<file path="src/hdl/oaht_pkg.sv">
package oaht_pkg;

   localparam int KEY_W = 32;
   localparam int DATA_W = 32;

   typedef enum logic [1:0] {
      ACT_INSERT = 2'd0,
      ACT_LOOKUP = 2'd1,
      ACT_REMOVE = 2'd2,
      ACT_NONE   = 2'd3
   } action_type;

   typedef enum logic [1:0] {
      ST_OK     = 2'd0,
      ST_ABSENT = 2'd1,
      ST_FULL   = 2'd2,
      ST_LIMIT  = 2'd3
   } status_type;

   localparam logic [KEY_W-1:0] EMPTY_KEY = '1;
   localparam logic [7:0] LATE_FIRST = 8'd21;
   localparam logic [7:0] LATE_END = 8'd200;

   // hash constants
   localparam logic [31:0] H_A0 = 32'd72345219;
   localparam logic [31:0] H_A1 = 32'd233878732;
   localparam logic [31:0] H_A2 = 32'd777;
   localparam logic [31:0] H_B0 = 32'd123456789;
   localparam logic [31:0] H_B1 = 32'd7654321;
   localparam logic [31:0] H_C0 = 32'd9234569;
   localparam logic [31:0] H_C1 = 32'd12345671;
   localparam logic [31:0] H_D1 = 32'd5163151;
   localparam logic [31:0] H_E0 = 32'd314159265;
   localparam logic [31:0] H_E1 = 32'd755332;

   // classified item passed from front to back
   typedef struct packed {
      action_type        action;
      logic [KEY_W-1:0]  key;
      logic [DATA_W-1:0] data;
      logic [31:0]       hash;
   } item_type;

endpackage

</file>
<file path="src/hdl/oaht_queue.sv">
// Short queue between front and back parts.
module oaht_queue import oaht_pkg::*; #(
   parameter int DEPTH = 4
) (
   input  logic     clock,
   input  logic     reset,
   input  logic     in_valid,
   output logic     in_ready,
   input  item_type in_item,
   output logic     out_valid,
   input  logic     out_ready,
   output item_type out_item
);

   localparam int AW = $clog2(DEPTH);

   item_type       mem_ff [DEPTH];
   logic [AW-1:0]  wr_ff, rd_ff;
   logic [AW:0]    cnt_ff;
   logic           push, pop;

   assign in_ready = cnt_ff != (AW+1)'(DEPTH);
   assign out_valid = cnt_ff != '0;
   assign out_item = mem_ff[rd_ff];
   assign push = in_valid && in_ready;
   assign pop = out_valid && out_ready;

   // track pointers and fill count
   always_ff @(posedge clock) begin
      if (reset) begin
         wr_ff <= '0;
         rd_ff <= '0;
         cnt_ff <= '0;
      end else begin
         if (push) wr_ff <= wr_ff + 1'b1;
         if (pop) rd_ff <= rd_ff + 1'b1;
         if (push && !pop) cnt_ff <= cnt_ff + 1'b1;
         else if (pop && !push) cnt_ff <= cnt_ff - 1'b1;
      end
   end

   always_ff @(posedge clock) begin
      if (push) mem_ff[wr_ff] <= in_item;
   end

endmodule

</file>
<file path="config.mk">
export PLATFORM = sky130hd
export DESIGN_NAME = oaht_queue
export DESIGN_NICKNAME = d
export VERILOG_FILES = /design/src/hdl/oaht_pkg.sv /design/src/hdl/oaht_queue.sv
export SDC_FILE = /design/constraint.sdc
export NUM_CORES = 1
export LEC_CHECK = 0
export BUFFER_PORTS_ARGS = -buffer_cell sky130_fd_sc_hd__buf_2
export CORE_MARGIN = 2
export CORE_UTILIZATION = 55
export DETAILED_ROUTE_END_ITERATION = 7
export PLACE_DENSITY = 0.8
export SETUP_SLACK_MARGIN = 0.3
export SLEW_MARGIN = 15
export SYNTH_ARGS = -nofsm -noshare
export SYNTH_HDL_FRONTEND = slang
export SYNTH_SLANG_ARGS = --single-unit
</file>
<file path="constraint.sdc">
create_clock -name clock -period 4.3 [get_ports clock]
set_clock_uncertainty 0.2 [all_clocks]
set_input_delay 0.43 -clock clock [delete_from_list [all_inputs] [get_ports clock]]
set_output_delay 0.43 -clock clock [all_outputs]
set_load 0.02 [all_outputs]
</file>
==> impl_results.md <==
- Cell row count: 59
- Wire per inst: 23.3 um
- Highest Clock Rate: 312 MHz
- Post-route ant nets: 0
- Critical Path Sink Type: primary output
- Synth area leaders: edfxtp_1 81%, mux4_2 15%, dfxtp_1 1.2%, ha_1 0.43%, buf_2 0.38%
- Setup TNS: 0 ns
- Largest area contributor in the netlist: edfxtp_1
- CTS Buf Count: 39
- Die H: 167 um
- Post-CTS resize count: 0
- Num Clock Sinks: 401
- Hold Violations, Final: 0
- Max clock buf depth: 3
- EDFF count, synth: 392
- Outcome: finished, final reports clean
- Clock Root Buffer: clkbuf_16
- Crit path DAT: 2.58 ns
- Most frequent cell after synthesis: edfxtp_1
- H-Tree Depth: 2
- Critical path class: reg2out
- Slew margin rel.: 46.7%
- RSZ-0062 raised after global routing: false
- Register Area: 12000 sq um
- Total I/O pin count: 202
- Multi-input logic area: 2490 sq um
- TritonRoute pass-1 iters: 5
- Slew @ Worst Pin: 0.800 ns
- Port buffer count: 201
- Overflow left after global routing: 0
- Drt first-iter violations: 634
- CP required: 3.67 ns
- Avg Synthesized Cell Area: 26.0 sq um
- Placeable Area: 26100 sq um
- Fin nets: 995
- Fillers: 1574
- DRC violations left: 0
- Final wirelength: 29300 um
- Routability congestion estimate: 0.730
- Startpoint Class: register
- Post-DP HPWL: 16800 um
- Seq cells post-synth: 401
- Peak supply drop: 534 uV
- Ys flop type: edfxtp_1
- Die area: 27800 sq um
- Leak Pwr: 6.24 nW
- Crit share post-route: 74.6%
- Vias in the first global route: 7682
- Total GRT Usage: 21.2%
- Synth Warn #: 0
- PwrDens: 611 nW/um^2
- Post-synth top area share: 80.7%
- CTS tree: built
- Area growth syn-to-layout: 25.8%
- Final Power: 11.2 mW
- Seq/Total Area, Yosys: 82.0%
- Commonest cells post-synth: 392 x edfxtp_1, 98 x mux4_2, 11 x buf_2, 9 x dfxtp_1
- Clk_lat worst skew: 0.53 ns
- Die width: 167 um
- Worst-path clk slew: 0.06 ns
- Maximum fanout along the worst path: 27
- Starting Density: 56.0%
- Share of cells above drive strength 1: 41.1%
- Initial antenna violation count: 1
- Max cap viols: 0
- Cell variety after synth: 23
- Crit path time final: 3.21 ns
- Vias per cell: 5.65
- Largest net degree at the start of global routing: 53
- Fin util: 70.4%
- R2r setup slk: 1.55 ns
- Max-slew violations: 0
- Post-synthesis async set-or-reset flop share: 0%
- Via Count: 7080
- Min-delay worst type: in2reg
- Syn Inst Count: 560
- Syn nets: 668
- Global-route wire length before repair: 44800 um
- Post-Synthesis Cell Area: 14600 sq um
- Final count of negative-setup-slack endpoints: 0
-- metrics by stage --
step / std cells / instance area, sq um / hold WS (ns) / worst slack (ns)
after detailed placement: 1082 / 16000 / 0.310 / 1.50
after global routing: 1254 / 18400 / 0.164 / 0.878
after CTS: 1253 / 18300 / 0.136 / 0.990
after global placement: 1082 / 16000 / 0.290 / 1.60
final: 1254 / 18400 / 0.144 / 1.09
after floorplan: 560 / 14600 / 0.282 / 0.559
-- area by class of cell --
| cell class | instances | area share [%] |
|---|---|---|
| flip-flops and latches | 401 | 65.2 |
| multi-input cells | 133 | 13.6 |
| repair buffers | 309 | 11.5 |
| clock buffers | 46 | 5.58 |
| well taps | 335 | 2.28 |
| clock inverters | 26 | 1.81 |
| inverters | 3 | 0.0614 |
| diodes | 1 | 0.0136 |
-- repair_timing --
action / 4_1_cts / 5_1_grt
hold buffers: 99 / 0
endpoints found under the setup margin: 0 / 0
hold endpoints to repair: 398 / 0
setup buffers: 0 / 0
-- sequential cells by signal, summed over array words and instances (netlist names), named ones only --
register	count
rd_ff	2
mem_ff	392
wr_ff	2
cnt_ff	3
-- power breakdown --
part / leakage (nW) / switching (mW) / total, mW / internal, mW
clock: 0.657 / 1.41 / 3.55 / 2.14
combinational: 1.92 / 1.55 / 2.72 / 1.17
sequential: 3.67 / 0.203 / 4.95 / 4.75
total: 6.24 / 3.16 / 11.2 / 8.06
-- routing by layer --
metal  vias up  track usage [%]  part of all wire, %
met5         -                0                    0
met4         0             5.47                  1.8
met3        42             5.44                  7.8
met2       288             35.5                   51
met1      3691             28.3                   39
li1       3059                -                    -
-- critical path: stages (launching register included) --
cell	delay, ns
dfxtp_4	0.66
buf_4	0.58
mux4_2	0.60
buf_2	0.18
-- kinds of logic (layout without fill, tap and decap cells) --
kind of cell | count (synthesis) | in the layout | share of synthesized area [%]
mux | 101 | 101 | 15.4
flops | 401 | 401 | 82.0
simple gates | 17 | 17 | 0.575
xor+xnor | 4 | 4 | 0.240
compound gates | 5 | 5 | 0.257
buf+inv | 26 | 384 | 1.05
fa+ha+maj | 6 | 6 | 0.566
other cells | 0 | 1 | 0
-- cells in the final DEF, fill, tap and decap left out, types with 3 or more instances in the layout --
cell type / Yosys / layout
edfxtp_1: 392 / 392
buf_2: 11 / 201
dlygate4sd3_1: 0 / 99
mux4_2: 98 / 98
clkbuf_16: 0 / 40
nor2_1: 8 / 8
clkinv_2: 0 / 8
bufinv_16: 0 / 7
dfxtp_1: 9 / 7
clkbuf_1: 8 / 6
ha_1: 5 / 5
clkinv_1: 0 / 5
buf_4: 0 / 5
and2_4: 0 / 4
xor2_1: 4 / 4
buf_12: 0 / 4
inv_1: 3 / 3
clkinvlp_4: 0 / 3
-- worst paths after layout --
| path | from | endpoint | cells after the start |
|---|---|---|---|
| worst min register to register | wr_ff[1] | wr_ff[1] | 2 |
| worst max register to register | cnt_ff[0] | mem_ff[1][18] | 4 |
| worst max-delay path | register | out_item[48] | 3 |
| worst min-delay path | out_ready | rd_ff[0] | 4 |
No activity file was read; power rests on OpenSTA's default activity.
